[config.mk]
export PLATFORM = sky130hd
export DESIGN_NAME = timer_deadline_queue
export DESIGN_NICKNAME = d
export VERILOG_FILES = /design/src/hw/rtl/tdq_pkg.sv /design/src/hw/rtl/timer_deadline_queue.sv /design/src/hw/rtl/tdq_fifo.sv /design/src/hw/rtl/tdq_front.sv /design/src/hw/rtl/tdq_div.sv /design/src/hw/rtl/tdq_back.sv
export SDC_FILE = /design/constraint.sdc
export NUM_CORES = 2
export LEC_CHECK = 0
export BUFFER_PORTS_ARGS = -buffer_cell sky130_fd_sc_hd__buf_2
export CAP_MARGIN = 40
export CORE_MARGIN = 8
export CORE_UTILIZATION = 45
export CTS_BUF_LIST = sky130_fd_sc_hd__clkbuf_16
export CTS_CLUSTER_DIAMETER = 120
export DETAILED_ROUTE_END_ITERATION = 8
export HOLD_SLACK_MARGIN = 0.03
export PLACE_DENSITY = 0.68
export SYNTH_ARGS = -nofsm -noshare
export SYNTH_HDL_FRONTEND = slang
export SYNTH_HIERARCHICAL = 1
export SYNTH_SLANG_ARGS = --single-unit
[constraint.sdc]
create_clock -name clk -period 8.2 [get_ports clk]
set_input_delay 0.82 -clock clk [delete_from_list [all_inputs] [get_ports clk]]
set_output_delay 0.82 -clock clk [all_outputs]
set_load 0.02 [all_outputs]
[src/hw/rtl/tdq_pkg.sv]
// ----------------------------------------------------------------------------
// tdq_pkg
// shared types and constants of the timer deadline queue
// ----------------------------------------------------------------------------
package tdq_pkg;

	localparam int NUM_TIMERS_DEF = 16;
	localparam int MAX_OUT        = 16;
	localparam int CMD_DEPTH      = 2;
	localparam int RES_DEPTH      = 2;

	localparam int ID_W      = 4;
	localparam int DELAY_W   = 32;
	localparam int ELAPSED_W = 16;
	localparam int TICK_W    = 64;
	localparam int MS_W      = 10;

	localparam logic [1:0] ACT_START = 2'd0;
	localparam logic [1:0] ACT_STOP  = 2'd1;
	localparam logic [1:0] ACT_TICK  = 2'd2;

	localparam logic [1:0] KIND_ACK    = 2'd0;
	localparam logic [1:0] KIND_EXPIRE = 2'd1;
	localparam logic [1:0] KIND_ERR    = 2'd2;
	localparam logic [1:0] KIND_NONE   = 2'd3;

	typedef enum logic [1:0] {
		OP_START,
		OP_STOP,
		OP_TICK,
		OP_BAD
	} tdq_op_t;

	typedef struct packed {
		logic [1:0]           action;
		logic [ID_W-1:0]      timer_id;
		logic [DELAY_W-1:0]   delay_ms;
		logic [ELAPSED_W-1:0] elapsed_ticks;
	} tdq_in_t;

	typedef struct packed {
		logic [1:0]        kind;
		logic [ID_W-1:0]   expired_id;
		logic [TICK_W-1:0] deadline;
		logic              last;
	} tdq_out_t;

	typedef struct packed {
		tdq_op_t              op;
		logic [ID_W-1:0]      id;
		logic [DELAY_W-1:0]   delay;
		logic [ELAPSED_W-1:0] elapsed;
	} tdq_cmd_t;

endpackage

[src/hw/rtl/timer_deadline_queue.sv]
// ----------------------------------------------------------------------------
// timer_deadline_queue
// one-shot timers kept as a min-deadline queue, expiries reported on ticks
//
//   channel   signals                     accepted when
//   input     push, full, item            push && !full
//   result    empty, pop, result          pop && !empty
//   config    cfg_we, cfg_wdata           cfg_we
//
// a start runs the 32-step divider of delay by ms_per_tick before it is acknowledged; a stop reads the deadline back
// a tick scans the deadline memory once per expiry, plus one pass that finds none unless
//   MAX_OUT (sixteen) expiries were found first; a full result queue holds each report
//   until there is room
// reset clears now, all armed bits and the queues; the divisor resets to 1
// a full result queue stalls the back end; the command queue takes two items meanwhile
// ----------------------------------------------------------------------------
module timer_deadline_queue #(
	parameter int NUM_TIMERS = tdq_pkg::NUM_TIMERS_DEF
) (
	input  logic                     clk,
	input  logic                     arst_n,
	input  logic                     push,
	input  tdq_pkg::tdq_in_t         item,
	output logic                     full,
	input  logic                     pop,
	output tdq_pkg::tdq_out_t        result,
	output logic                     empty,
	input  logic                     cfg_we,
	input  logic [tdq_pkg::MS_W-1:0] cfg_wdata
);
	import tdq_pkg::*;

	tdq_cmd_t                    cmd;
	logic                        cmd_empty;
	logic                        cmd_pop;
	logic                        res_push;
	logic                        res_full;
	tdq_out_t                    res;
	logic [$bits(tdq_out_t)-1:0] res_raw;

	tdq_front #(
		.NUM_TIMERS(NUM_TIMERS)
	) u_front (
		.clk      (clk),
		.arst_n   (arst_n),
		.push     (push),
		.item     (item),
		.full     (full),
		.cmd_pop  (cmd_pop),
		.cmd      (cmd),
		.cmd_empty(cmd_empty)
	);

	tdq_back #(
		.NUM_TIMERS(NUM_TIMERS)
	) u_back (
		.clk      (clk),
		.arst_n   (arst_n),
		.cfg_we   (cfg_we),
		.cfg_wdata(cfg_wdata),
		.cmd      (cmd),
		.cmd_empty(cmd_empty),
		.cmd_pop  (cmd_pop),
		.res_push (res_push),
		.res      (res),
		.res_full (res_full)
	);

	tdq_fifo #(
		.DEPTH(RES_DEPTH),
		.WIDTH($bits(tdq_out_t))
	) u_res_fifo (
		.clk   (clk),
		.arst_n(arst_n),
		.push  (res_push),
		.wdata (res),
		.full  (res_full),
		.pop   (pop),
		.rdata (res_raw),
		.empty (empty)
	);

	assign result = tdq_out_t'(res_raw);

	a_none_is_last: assert property (@(posedge clk) disable iff (!arst_n)
		(!empty && result.kind == KIND_NONE) |-> (result.last && result.deadline == '0))
		else $error("nothing-due item without last or with a deadline");

	a_single_is_last: assert property (@(posedge clk) disable iff (!arst_n)
		(!empty && (result.kind == KIND_ACK || result.kind == KIND_ERR)) |-> result.last)
		else $error("acknowledge or error item without last");

	a_err_no_deadline: assert property (@(posedge clk) disable iff (!arst_n)
		(!empty && result.kind == KIND_ERR) |-> (result.deadline == '0))
		else $error("error item carries a deadline");

	a_res_held: assert property (@(posedge clk) disable iff (!arst_n)
		(res_push && res_full) |=> (res_push && $stable(res)))
		else $error("result dropped while the result queue was full");

endmodule

[src/hw/rtl/tdq_fifo.sv]
// ----------------------------------------------------------------------------
// tdq_fifo
// small synchronous queue of packed items, first word shown while not empty
// ----------------------------------------------------------------------------
module tdq_fifo #(
	parameter int DEPTH = 2,
	parameter int WIDTH = 8
) (
	input  logic             clk,
	input  logic             arst_n,
	input  logic             push,
	input  logic [WIDTH-1:0] wdata,
	output logic             full,
	input  logic             pop,
	output logic [WIDTH-1:0] rdata,
	output logic             empty
);
	localparam int AW = (DEPTH > 1) ? $clog2(DEPTH) : 1;

	logic [WIDTH-1:0] mem_q [DEPTH];
	logic [AW-1:0]    wptr_q;
	logic [AW-1:0]    rptr_q;
	logic [AW:0]      cnt_q;
	logic             do_push;
	logic             do_pop;

	assign full    = (cnt_q == (AW+1)'(DEPTH));
	assign empty   = (cnt_q == '0);
	assign do_push = push && !full;
	assign do_pop  = pop && !empty;
	assign rdata   = mem_q[rptr_q];

	always_ff @(posedge clk) begin
		if (do_push) begin
			mem_q[wptr_q] <= wdata;
		end
	end

	always_ff @(posedge clk or negedge arst_n) begin
		if (!arst_n) begin
			wptr_q <= '0;
			rptr_q <= '0;
			cnt_q  <= '0;
		end else begin
			if (do_push) begin
				wptr_q <= (wptr_q == AW'(DEPTH - 1)) ? '0 : wptr_q + AW'(1);
			end
			if (do_pop) begin
				rptr_q <= (rptr_q == AW'(DEPTH - 1)) ? '0 : rptr_q + AW'(1);
			end
			if (do_push && !do_pop) begin
				cnt_q <= cnt_q + (AW+1)'(1);
			end else if (do_pop && !do_push) begin
				cnt_q <= cnt_q - (AW+1)'(1);
			end
		end
	end

endmodule

[src/hw/rtl/tdq_front.sv]
// ----------------------------------------------------------------------------
// tdq_front
// accepts input items, classifies them and queues commands for the back end
// ----------------------------------------------------------------------------
module tdq_front #(
	parameter int NUM_TIMERS = tdq_pkg::NUM_TIMERS_DEF
) (
	input  logic              clk,
	input  logic              arst_n,
	input  logic              push,
	input  tdq_pkg::tdq_in_t  item,
	output logic              full,
	input  logic              cmd_pop,
	output tdq_pkg::tdq_cmd_t cmd,
	output logic              cmd_empty
);
	import tdq_pkg::*;

	tdq_cmd_t                 cmd_new;
	tdq_op_t                  op;
	logic                     id_bad;
	logic [$bits(tdq_cmd_t)-1:0] cmd_raw;

	assign id_bad = ({28'd0, item.timer_id} >= 32'(NUM_TIMERS));

	always_comb begin
		unique case (item.action)
			ACT_START: op = id_bad ? OP_BAD : OP_START;
			ACT_STOP:  op = id_bad ? OP_BAD : OP_STOP;
			ACT_TICK:  op = OP_TICK;
			default:   op = OP_BAD;
		endcase
	end

	always_comb begin
		cmd_new.op      = op;
		cmd_new.id      = item.timer_id;
		cmd_new.delay   = item.delay_ms;
		cmd_new.elapsed = item.elapsed_ticks;
	end

	tdq_fifo #(
		.DEPTH(CMD_DEPTH),
		.WIDTH($bits(tdq_cmd_t))
	) u_cmd_fifo (
		.clk   (clk),
		.arst_n(arst_n),
		.push  (push),
		.wdata (cmd_new),
		.full  (full),
		.pop   (cmd_pop),
		.rdata (cmd_raw),
		.empty (cmd_empty)
	);

	assign cmd = tdq_cmd_t'(cmd_raw);

endmodule

[src/hw/rtl/tdq_div.sv]
// ----------------------------------------------------------------------------
// tdq_div
// restoring divider, one quotient bit per cycle, zero divisor taken as one
// ----------------------------------------------------------------------------
module tdq_div (
	input  logic                         clk,
	input  logic                         arst_n,
	input  logic                         start,
	input  logic [tdq_pkg::DELAY_W-1:0]  dividend,
	input  logic [tdq_pkg::MS_W-1:0]     divisor,
	output logic                         done,
	output logic [tdq_pkg::DELAY_W-1:0]  quotient
);
	import tdq_pkg::*;

	localparam int StepW = $clog2(DELAY_W);

	logic               busy_q;
	logic               done_q;
	logic [StepW-1:0]   step_q;
	logic [MS_W-1:0]    rem_q;
	logic [MS_W-1:0]    dsr_q;
	logic [DELAY_W-1:0] quo_q;
	logic [MS_W:0]      trial;
	logic [MS_W:0]      diff;
	logic               fits;

	assign trial    = {rem_q, quo_q[DELAY_W-1]};
	assign fits     = (trial >= {1'b0, dsr_q});
	assign diff     = trial - {1'b0, dsr_q};
	assign done     = done_q;
	assign quotient = quo_q;

	always_ff @(posedge clk or negedge arst_n) begin
		if (!arst_n) begin
			busy_q <= 1'b0;
			done_q <= 1'b0;
			step_q <= '0;
		end else begin
			done_q <= 1'b0;
			if (start) begin
				busy_q <= 1'b1;
				step_q <= '0;
			end else if (busy_q) begin
				step_q <= step_q + StepW'(1);
				if (step_q == StepW'(DELAY_W - 1)) begin
					busy_q <= 1'b0;
					done_q <= 1'b1;
				end
			end
		end
	end

	always_ff @(posedge clk) begin
		if (start) begin
			rem_q <= '0;
			quo_q <= dividend;
			dsr_q <= (divisor == '0) ? MS_W'(1) : divisor;
		end else if (busy_q) begin
			rem_q <= fits ? diff[MS_W-1:0] : trial[MS_W-1:0];
			quo_q <= {quo_q[DELAY_W-2:0], fits};
		end
	end

endmodule

[src/hw/rtl/tdq_back.sv]
// ----------------------------------------------------------------------------
// tdq_back
// command sequencer: timer state, deadline memory, expiry scan, result build
// ----------------------------------------------------------------------------
module tdq_back #(
	parameter int NUM_TIMERS = tdq_pkg::NUM_TIMERS_DEF
) (
	input  logic                     clk,
	input  logic                     arst_n,
	input  logic                     cfg_we,
	input  logic [tdq_pkg::MS_W-1:0] cfg_wdata,
	input  tdq_pkg::tdq_cmd_t        cmd,
	input  logic                     cmd_empty,
	output logic                     cmd_pop,
	output logic                     res_push,
	output tdq_pkg::tdq_out_t        res,
	input  logic                     res_full
);
	import tdq_pkg::*;

	localparam int IW   = $clog2(NUM_TIMERS);
	localparam int CntW = $clog2(MAX_OUT + 1);

	typedef enum logic [3:0] {
		S_IDLE,
		S_DIV,
		S_RD,
		S_SCAN,
		S_SLAST,
		S_SDONE,
		S_FLUSH,
		S_PUSH
	} state_t;

	state_t              state_q;
	state_t              ret_q;
	tdq_cmd_t            cmd_q;
	logic [MS_W-1:0]     ms_q;
	logic [TICK_W-1:0]   now_q;
	logic [NUM_TIMERS-1:0] armed_q;
	tdq_out_t            res_q;
	tdq_out_t            pend_q;
	logic                pend_vld_q;
	logic [CntW-1:0]     cnt_q;
	logic [CntW-1:0]     cnt_n;
	logic [IW-1:0]       scan_idx_q;
	logic                rd_vld_s1;
	logic [IW-1:0]       rd_idx_s1;
	logic                best_vld_q;
	logic [IW-1:0]       best_id_q;
	logic [TICK_W-1:0]   best_due_q;
	logic                cand;

	logic [TICK_W-1:0]   due_mem [NUM_TIMERS];
	logic [TICK_W-1:0]   rdata_q;
	logic [IW-1:0]       raddr;
	logic                mem_we;
	logic [TICK_W-1:0]   sum;

	logic [IW-1:0]       head_idx;
	logic [IW-1:0]       cmd_idx;
	logic                div_start;
	logic                div_done;
	logic [DELAY_W-1:0]  quotient;

	assign head_idx  = IW'(cmd.id);
	assign cmd_idx   = IW'(cmd_q.id);
	assign cmd_pop   = (state_q == S_IDLE);
	assign res_push  = (state_q == S_PUSH);
	assign res       = res_q;
	assign div_start = (state_q == S_IDLE) && !cmd_empty && (cmd.op == OP_START) &&
		!armed_q[head_idx];
	assign sum       = now_q + TICK_W'(quotient);
	assign mem_we    = (state_q == S_DIV) && div_done;
	assign raddr     = (state_q == S_SCAN) ? scan_idx_q : head_idx;
	assign cnt_n     = cnt_q + CntW'(1);
	assign cand      = rd_vld_s1 && armed_q[rd_idx_s1] && (rdata_q <= now_q) &&
		(!best_vld_q || (rdata_q < best_due_q));

	tdq_div u_div (
		.clk     (clk),
		.arst_n  (arst_n),
		.start   (div_start),
		.dividend(cmd.delay),
		.divisor (ms_q),
		.done    (div_done),
		.quotient(quotient)
	);

	always_ff @(posedge clk) begin
		if (mem_we) begin
			due_mem[cmd_idx] <= sum;
		end
		rdata_q <= due_mem[raddr];
	end

	always_ff @(posedge clk or negedge arst_n) begin
		if (!arst_n) begin
			state_q    <= S_IDLE;
			ret_q      <= S_IDLE;
			cmd_q      <= '0;
			ms_q       <= MS_W'(1);
			now_q      <= '0;
			armed_q    <= '0;
			res_q      <= '0;
			pend_q     <= '0;
			pend_vld_q <= 1'b0;
			cnt_q      <= '0;
			scan_idx_q <= '0;
			rd_vld_s1  <= 1'b0;
			rd_idx_s1  <= '0;
			best_vld_q <= 1'b0;
			best_id_q  <= '0;
			best_due_q <= '0;
		end else begin
			if (cfg_we) begin
				ms_q <= cfg_wdata;
			end

			// scan pipeline: read issued in S_SCAN, compared in the next cycle
			rd_vld_s1 <= (state_q == S_SCAN);
			rd_idx_s1 <= scan_idx_q;
			if (cand) begin
				best_vld_q <= 1'b1;
				best_id_q  <= rd_idx_s1;
				best_due_q <= rdata_q;
			end

			unique case (state_q)
				S_IDLE: begin
					if (!cmd_empty) begin
						cmd_q <= cmd;
						unique case (cmd.op)
							OP_START: begin
								if (armed_q[head_idx]) begin
									res_q   <= '{KIND_ERR, cmd.id, '0, 1'b1};
									ret_q   <= S_IDLE;
									state_q <= S_PUSH;
								end else begin
									state_q <= S_DIV;
								end
							end
							OP_STOP: begin
								if (!armed_q[head_idx]) begin
									res_q   <= '{KIND_ERR, cmd.id, '0, 1'b1};
									ret_q   <= S_IDLE;
									state_q <= S_PUSH;
								end else begin
									state_q <= S_RD;
								end
							end
							OP_TICK: begin
								now_q      <= now_q + TICK_W'(cmd.elapsed);
								cnt_q      <= '0;
								pend_vld_q <= 1'b0;
								scan_idx_q <= '0;
								best_vld_q <= 1'b0;
								state_q    <= S_SCAN;
							end
							OP_BAD: begin
								res_q   <= '{KIND_ERR, cmd.id, '0, 1'b1};
								ret_q   <= S_IDLE;
								state_q <= S_PUSH;
							end
						endcase
					end
				end
				S_DIV: begin
					if (div_done) begin
						armed_q[cmd_idx] <= 1'b1;
						res_q   <= '{KIND_ACK, cmd_q.id, sum, 1'b1};
						ret_q   <= S_IDLE;
						state_q <= S_PUSH;
					end
				end
				S_RD: begin
					armed_q[cmd_idx] <= 1'b0;
					res_q   <= '{KIND_ACK, cmd_q.id, rdata_q, 1'b1};
					ret_q   <= S_IDLE;
					state_q <= S_PUSH;
				end
				S_SCAN: begin
					if (scan_idx_q == IW'(NUM_TIMERS - 1)) begin
						state_q <= S_SLAST;
					end else begin
						scan_idx_q <= scan_idx_q + IW'(1);
					end
				end
				S_SLAST: begin
					state_q <= S_SDONE;
				end
				S_SDONE: begin
					scan_idx_q <= '0;
					best_vld_q <= 1'b0;
					if (best_vld_q) begin
						// hold the find until the next round tells whether it is the last
						armed_q[best_id_q] <= 1'b0;
						pend_q     <= '{KIND_EXPIRE, ID_W'(best_id_q), best_due_q, 1'b0};
						pend_vld_q <= 1'b1;
						cnt_q      <= cnt_n;
						if (pend_vld_q) begin
							res_q   <= pend_q;
							ret_q   <= (cnt_n == CntW'(MAX_OUT)) ? S_FLUSH : S_SCAN;
							state_q <= S_PUSH;
						end else begin
							state_q <= (cnt_n == CntW'(MAX_OUT)) ? S_FLUSH : S_SCAN;
						end
					end else begin
						if (pend_vld_q) begin
							res_q <= '{pend_q.kind, pend_q.expired_id, pend_q.deadline, 1'b1};
						end else begin
							res_q <= '{KIND_NONE, '0, '0, 1'b1};
						end
						ret_q   <= S_IDLE;
						state_q <= S_PUSH;
					end
				end
				S_FLUSH: begin
					res_q   <= '{pend_q.kind, pend_q.expired_id, pend_q.deadline, 1'b1};
					ret_q   <= S_IDLE;
					state_q <= S_PUSH;
				end
				S_PUSH: begin
					if (!res_full) begin
						state_q <= ret_q;
					end
				end
				default: begin
					state_q <= S_IDLE;
				end
			endcase
		end
	end

endmodule
Word-level counts from Yosys, hierarchy flattened --
Memory sizes are Yosys's and may differ from the RTL's. A register that Yosys moved wholly into a read port is not among the register bits. Index checks and enable logic that the tools add are counted.
Operators by class: equality and inequality tests 28, bitwise operators 6, add/subtract/negate cells 14, muxes and demuxes 82, order comparisons 9, reductions and logical operators 51
Operator list (count):
- two-way mux 71 bit | 7
- case mux 71 bit (5 select lines) | 1
- case mux 71 bit (3 select lines) | 1
- adder 64 x 16 -> 64 bit | 1
- adder 64 x 32 -> 64 bit | 1
- less-or-equal comparator 64 bit | 1
- < comparator 64 bit | 1
- two-way mux 32 bit | 2
- two-way mux 4 bit | 16
- case mux 16 bit (3 select lines) | 1
- AND 16 bit | 2
- two-way mux 16 bit | 2
- NOT 16 bit | 2
- case mux 4 bit (4 select lines) | 2
- case mux 4 bit (7 select lines) | 1
- two-way mux 1 bit | 26
- two-way mux 5 bit | 5
- case mux 4 bit (3 select lines) | 2
- < comparator 4 x 5 -> 1 bit (second input constant) | 4
- == test 4 x 3 -> 1 bit (second input constant) | 4
- logical AND 1 bit | 16
- OR 16 bit | 1
- AND reduction 7 bit | 2
- AND reduction 4 bit | 3
- 40 further kinds | 86
Storage, ports and cells: input port bits 69, word-level logic and storage cells 226, bits in writable memories 1274, bits in registers 393, memories 3
Memories:
- u_back.due_mem | depth 16, bits a word 64, rd ports 1, clocked after memory_dff 1, wr ports 1, line tdq_back.sv:54 | logic [TICK_W-1:0] due_mem [NUM_TIMERS];
- u_res_fifo.mem_q | depth 2, bits a word 71, rd ports 1, clocked after memory_dff 0, wr ports 1, line tdq_fifo.sv:20 | logic [WIDTH-1:0] mem_q [DEPTH];
- u_front.u_cmd_fifo.mem_q | depth 2, bits a word 54, rd ports 1, clocked after memory_dff 0, wr ports 1, line tdq_fifo.sv:20

Depth between registers and ports, before layout --
depth in word-level cells 9, gate-level depth with buffers 16, gate-level depth less buffers 13

Hierarchy --
Netlist, hierarchy kept.
By module, submodules not included:
- tdq_back | area an instance 61776.7 um^2, cells each 4986, times used 1
- tdq_fifo at u_res_fifo | area an instance 5670.4 um^2, cells each 240, times used 1
- tdq_fifo at u_front.u_cmd_fifo | area an instance 4342.9 um^2, cells each 187, times used 1
- tdq_div | area an instance 2965.3 um^2, cells each 235, times used 1
- tdq_front | area an instance 7.5 um^2, cells each 2, times used 1

Worst setup path before layout --
OpenSTA, ideal clock, no wires.
path kind reg2reg, start register, netlist name u_front/u_cmd_fifo/rptr_q, end memory u_back.due_mem[0][0], enable pin, period minus slack after synthesis 6.211 ns, cell stages (with the launch flop) 16, data arrival time 5.725 ns, buffers on the path 5, required time 7.714 ns, slack 1.989 ns, setup time 0.486 ns, cell sequence dfrtp_1 -> buf_6 -> buf_12 -> mux2_4 -> buf_2 -> mux4_2 -> mux2i_1 -> mux2_2 -> nor2_1 -> xnor2_1 -> a21o_1 -> clkbuf_1 -> nor2_1 -> clkbuf_1 -> nand2_1 -> nor2_1
RTL lines (line):
- end, declared | tdq_back.sv:54

==> flow_summary.rst <==
.. list-table::
   :header-rows: 1

   * - Metric
     - Value
   * - Final number of max-transition violations
     - 0
   * - EDFF count, synth
     - 1,316
   * - Max Fclk
     - 201 MHz
   * - Unique cell type count in the Yosys netlist
     - 87
   * - Result of the run
     - finished clean
   * - Share of the synthesized area in the top cell type
     - 52.9%
   * - Number of nets with antenna violations after routing
     - 0
   * - Syn Inst Count
     - 5,650
   * - Total setup buffers inserted after CTS
     - 0
   * - Placed Cells incl. Taps
     - 7,778
   * - Die Outline Area
     - 179,000 sq um
   * - Most numerous cell in the Yosys netlist
     - sky130_fd_sc_hd__edfxtp_1
   * - Worst endpoint required time
     - 8.62 ns
   * - Share of post-route cells with drive strength above 1
     - 14.8%
   * - Slew at the pin closest to its max-slew limit
     - 1.12 ns
   * - Post-route clock period utilization
     - 60.7%
   * - Die W
     - 424 um
   * - Synth top area cells
     - sky130_fd_sc_hd__edfxtp_1 (53%), sky130_fd_sc_hd__dfrtp_1 (11%), sky130_fd_sc_hd__nand2_1 (3.8%), sky130_fd_sc_hd__a211oi_1 (3.5%), sky130_fd_sc_hd__ha_1 (3.2%)
   * - Num CTS Buffers
     - 168
   * - Worst hold path class
     - primary input to async pin
   * - Most used flip-flop cell after synthesis
     - sky130_fd_sc_hd__edfxtp_1
   * - Standby leakage power
     - 31.4 nW
   * - Final Hold Viols
     - 0
   * - Flop and latch count out of synthesis
     - 1,729
   * - Detailed-route DRC error count
     - 0
   * - Data arrival at the endpoint of the critical path
     - 5.40 ns
   * - Leftover overflow at the end of global routing
     - 0
   * - Die outline height
     - 424 um
   * - Deepest level of the CTS H-tree
     - 4
   * - TNS Setup
     - 0 ns
   * - Longest individual stage delay on the worst path
     - 0.73 ns
   * - Number of non-filler instances in the completed layout
     - 8,087
   * - Post-route minimum period
     - 4.98 ns
   * - RSZ-0062 raised after global routing
     - no
   * - CP Max Fanout
     - 61
   * - Netlist Area Pre-Place
     - 74,800 sq um
   * - Setup skew after layout
     - 0.0304 ns
   * - Area leader, netlist
     - sky130_fd_sc_hd__edfxtp_1
   * - Ys Warns
     - 6
   * - Total global-route track usage
     - 20.5%
   * - Crit path capture type
     - flop
   * - Vias per cell
     - 5.80
   * - Area added between synthesis and finish
     - 12.9%
   * - Detailed placer's ending HPWL
     - 123,000 um
   * - Synthesized Nets
     - 5,913
   * - Register clock-pin slew on the reported worst setup and hold paths
     - 0.06 ns
   * - Gp weighted congestion
     - 0.947
   * - Final layout net count
     - 6,022
   * - Floorplan row count
     - 149
   * - Startpoint kind of the worst setup timing path
     - flop
   * - Clock latency of the later-clocked register in the worst-skew pair
     - 0.82 ns
   * - Power density normalized to cell area
     - 376 nW/um^2
   * - Global-route wire length before repair
     - 285,000 um
   * - Cell with the largest stage delay on the worst path
     - sky130_fd_sc_hd__nor2_4
   * - Critical path start-end classification
     - flop to flop
   * - Number of antenna violations at the first check in global routing
     - 3
   * - Post-synthesis async set-or-reset flop share
     - 19.6%
   * - Iteration-0 DRC Markers
     - 4,430
   * - Cells traversed along the worst timing path
     - mux2_4, mux4_2, mux2i_1, mux2_2, nor2_1, xnor2_1, a21o_4, nor2_2, nand2_1, nor2_4, buf_4
   * - Setup-failing EPs final
     - 0
   * - Max Cap Viol
     - 0
   * - # port buffers
     - 141
   * - Clock Path Buffers
     - 3
   * - Total core area
     - 165,000 sq um
   * - Number of cells upsized or downsized after cts
     - 0
   * - Number of primary I/O pins
     - 142
   * - Synth Area per Inst
     - 13.2 sq um
   * - Number of vias after detailed routing
     - 46,900
   * - Sequential share of the synthesized area
     - 66.2%
   * - Number of sinks driven by the clock tree
     - 1,729
   * - Max rail drop VDD
     - 0.000474 V
   * - Root cell of the clock tree
     - sky130_fd_sc_hd__clkbuf_16
   * - Pin count of the biggest net entering global routing
     - 168
   * - Max transition margin
     - 25.4%
   * - Hold-fix buffers, CTS
     - 0
   * - Pre-Repair DR Iteration Count
     - 6
   * - Overall routed net length
     - 190,000 um
   * - TritonCTS clock tree
     - yes
   * - Initial Util
     - 45.3%
   * - Most used standard cells in the synthesized netlist
     - sky130_fd_sc_hd__edfxtp_1 (1,316), sky130_fd_sc_hd__nand2_1 (763), sky130_fd_sc_hd__a211oi_1 (345)
   * - Routed wire per std cell
     - 23.4 um
   * - # fillers
     - 13,600
   * - Via count of the first global-routing pass
     - 45,700
==> layout by cell type (no fill, tap or decap), types with 20 or more instances in the layout <==
master	Yosys	routed
sky130_fd_sc_hd__edfxtp_1	1316	1316
sky130_fd_sc_hd__nand2_1	763	760
sky130_fd_sc_hd__a211oi_1	345	345
sky130_fd_sc_hd__dfrtp_1	338	336
sky130_fd_sc_hd__and2_1	264	264
sky130_fd_sc_hd__a21oi_1	245	244
sky130_fd_sc_hd__inv_1	165	221
sky130_fd_sc_hd__o21ai_0	208	208
sky130_fd_sc_hd__ha_1	191	191
sky130_fd_sc_hd__clkbuf_16	0	170
sky130_fd_sc_hd__a31oi_1	154	154
sky130_fd_sc_hd__nor2_1	166	146
sky130_fd_sc_hd__buf_2	5	142
sky130_fd_sc_hd__mux2_4	138	138
sky130_fd_sc_hd__a311oi_1	129	129
sky130_fd_sc_hd__mux2_2	105	105
sky130_fd_sc_hd__buf_4	1	82
sky130_fd_sc_hd__xnor2_1	115	76
sky130_fd_sc_hd__dfxtp_1	74	74
sky130_fd_sc_hd__nand4_1	60	60
sky130_fd_sc_hd__nand3_1	60	60
sky130_fd_sc_hd__nor3_1	47	47
sky130_fd_sc_hd__xnor2_2	0	39
sky130_fd_sc_hd__a21o_1	33	32
sky130_fd_sc_hd__a22oi_1	32	32
sky130_fd_sc_hd__a222oi_1	31	31
sky130_fd_sc_hd__clkinv_1	1	30
sky130_fd_sc_hd__a221o_1	26	26
sky130_fd_sc_hd__nand2b_1	25	25
sky130_fd_sc_hd__buf_6	4	24
sky130_fd_sc_hd__clkinv_2	0	21
sky130_fd_sc_hd__nor2b_1	20	20
==> report_power, final <==
| group | switching, W | leakage, nW | internal (W) | total [W] |
|---|---|---|---|---|
| combinational | 0.00792 | 10.1 | 0.00382 | 0.0117 |
| sequential | 0.000923 | 18.5 | 0.0115 | 0.0125 |
| clock | 0.00328 | 2.83 | 0.00425 | 0.00752 |
| total | 0.0121 | 31.4 | 0.0196 | 0.0317 |
==> worst paths after layout <==
path / from / endpoint / slack [ns] / cells after the start
worst min register to register: u_back/pend_q[69]$_DFFE_PN0P_ / u_back/pend_q[69]$_DFFE_PN0P_ / 0.44 / 2
min in group clk: item[18] / u_front/u_cmd_fifo/mem_q[0][18]$_DFFE_PP_ / 0.20 / 1
worst max-delay path: u_front/u_cmd_fifo/rptr_q$_DFFE_PN0P_ / u_back/due_mem[11][15]$_DFFE_PP_ / 3.22 / 11
worst min-delay path: arst_n / u_back/ms_q[9]$_DFFE_PN0P_ / 0.07 / 1
worst max register to register: u_front/u_cmd_fifo/rptr_q$_DFFE_PN0P_ / u_back/due_mem[11][15]$_DFFE_PP_ / 3.22 / 11
max in group asynchronous: arst_n / u_res_fifo/rptr_q$_DFFE_PN0P_ / 6.54 / 2
==> registers in the layout, summed over array words and instances (netlist names), 5 cells and up <==
register	cells
u_front/u_cmd_fifo/mem_q	108
u_back/due_mem	1024
u_back/rdata_q	64
u_back/ms_q	10
u_back/cnt_q	5
u_back/u_div/step_q	5
u_back/u_div/quotient	32
u_back/u_div/dsr_q	10
u_back/armed_q	16
u_back/now_q	64
u_back/best_due_q	64
u_back/pend_q	69
u_back/res	71
u_res_fifo/mem_q	142
u_back/u_div/rem_q	10
==> through the flow <==
stage	hold WS, ns	utilization, %	instance area (sq um)	setup WS [ns]	power (W)
after floorplan	0.411	-	74800	1.99	0.0197
after global placement	0.427	47.3	78000	3.07	0.0238
after detailed placement	0.427	47.9	79000	3.21	0.0243
after CTS	0.0826	51.1	84400	3.18	0.0319
after global routing	0.106	51.1	84400	2.98	0.0332
final	0.0660	51.2	84400	3.22	0.0317
==> layout make-up <==
class	instances	area, sq um	share of cell area [%]
Inverter	167	627	0.743
Antenna cell	2	5.00	0.00593
Clock buffer	170	4250	5.04
Sequential cell	1729	49500	58.6
Multi-Input combinational cell	3400	23700	28.0
Tap cell	2189	2740	3.25
Clock inverter	137	1120	1.33
Timing Repair Buffer	293	2490	2.95
==> critical path: cells and delay by family, from the launching register on <==
| family | cells | cell delay, ns |
|---|---|---|
| multiplexers | 4 | 1.19 |
| AND/OR/NAND/NOR | 4 | 1.55 |
| AO/OA/AOI/OAI | 1 | 0.43 |
| XOR/XNOR | 1 | 0.15 |
| buffers and inverters | 1 | 0.69 |
| flip-flops | 1 | 0.53 |
==> kinds of logic after synthesis <==
group | Yosys count | share of synthesized area [%]
AOI/OAI and AO/OA | 1307 | 11.9
xor gates and xnor gates | 137 | 1.60
adders and majority gates | 194 | 3.28
buffers and inverters | 521 | 2.96
DFF | 1729 | 66.2
muxes | 266 | 4.78
and+or+nand+nor | 1496 | 9.32
==> per-layer routing <==
metal	vias up	global-route usage (%)	wire length, um
li1	21500	-	-
met4	0	7.92	7430
met1	23600	26.9	78600
met5	-	0	0
met2	1530	34.6	93400
met3	331	2.82	10200
Power figures use the tool's default switching activity.
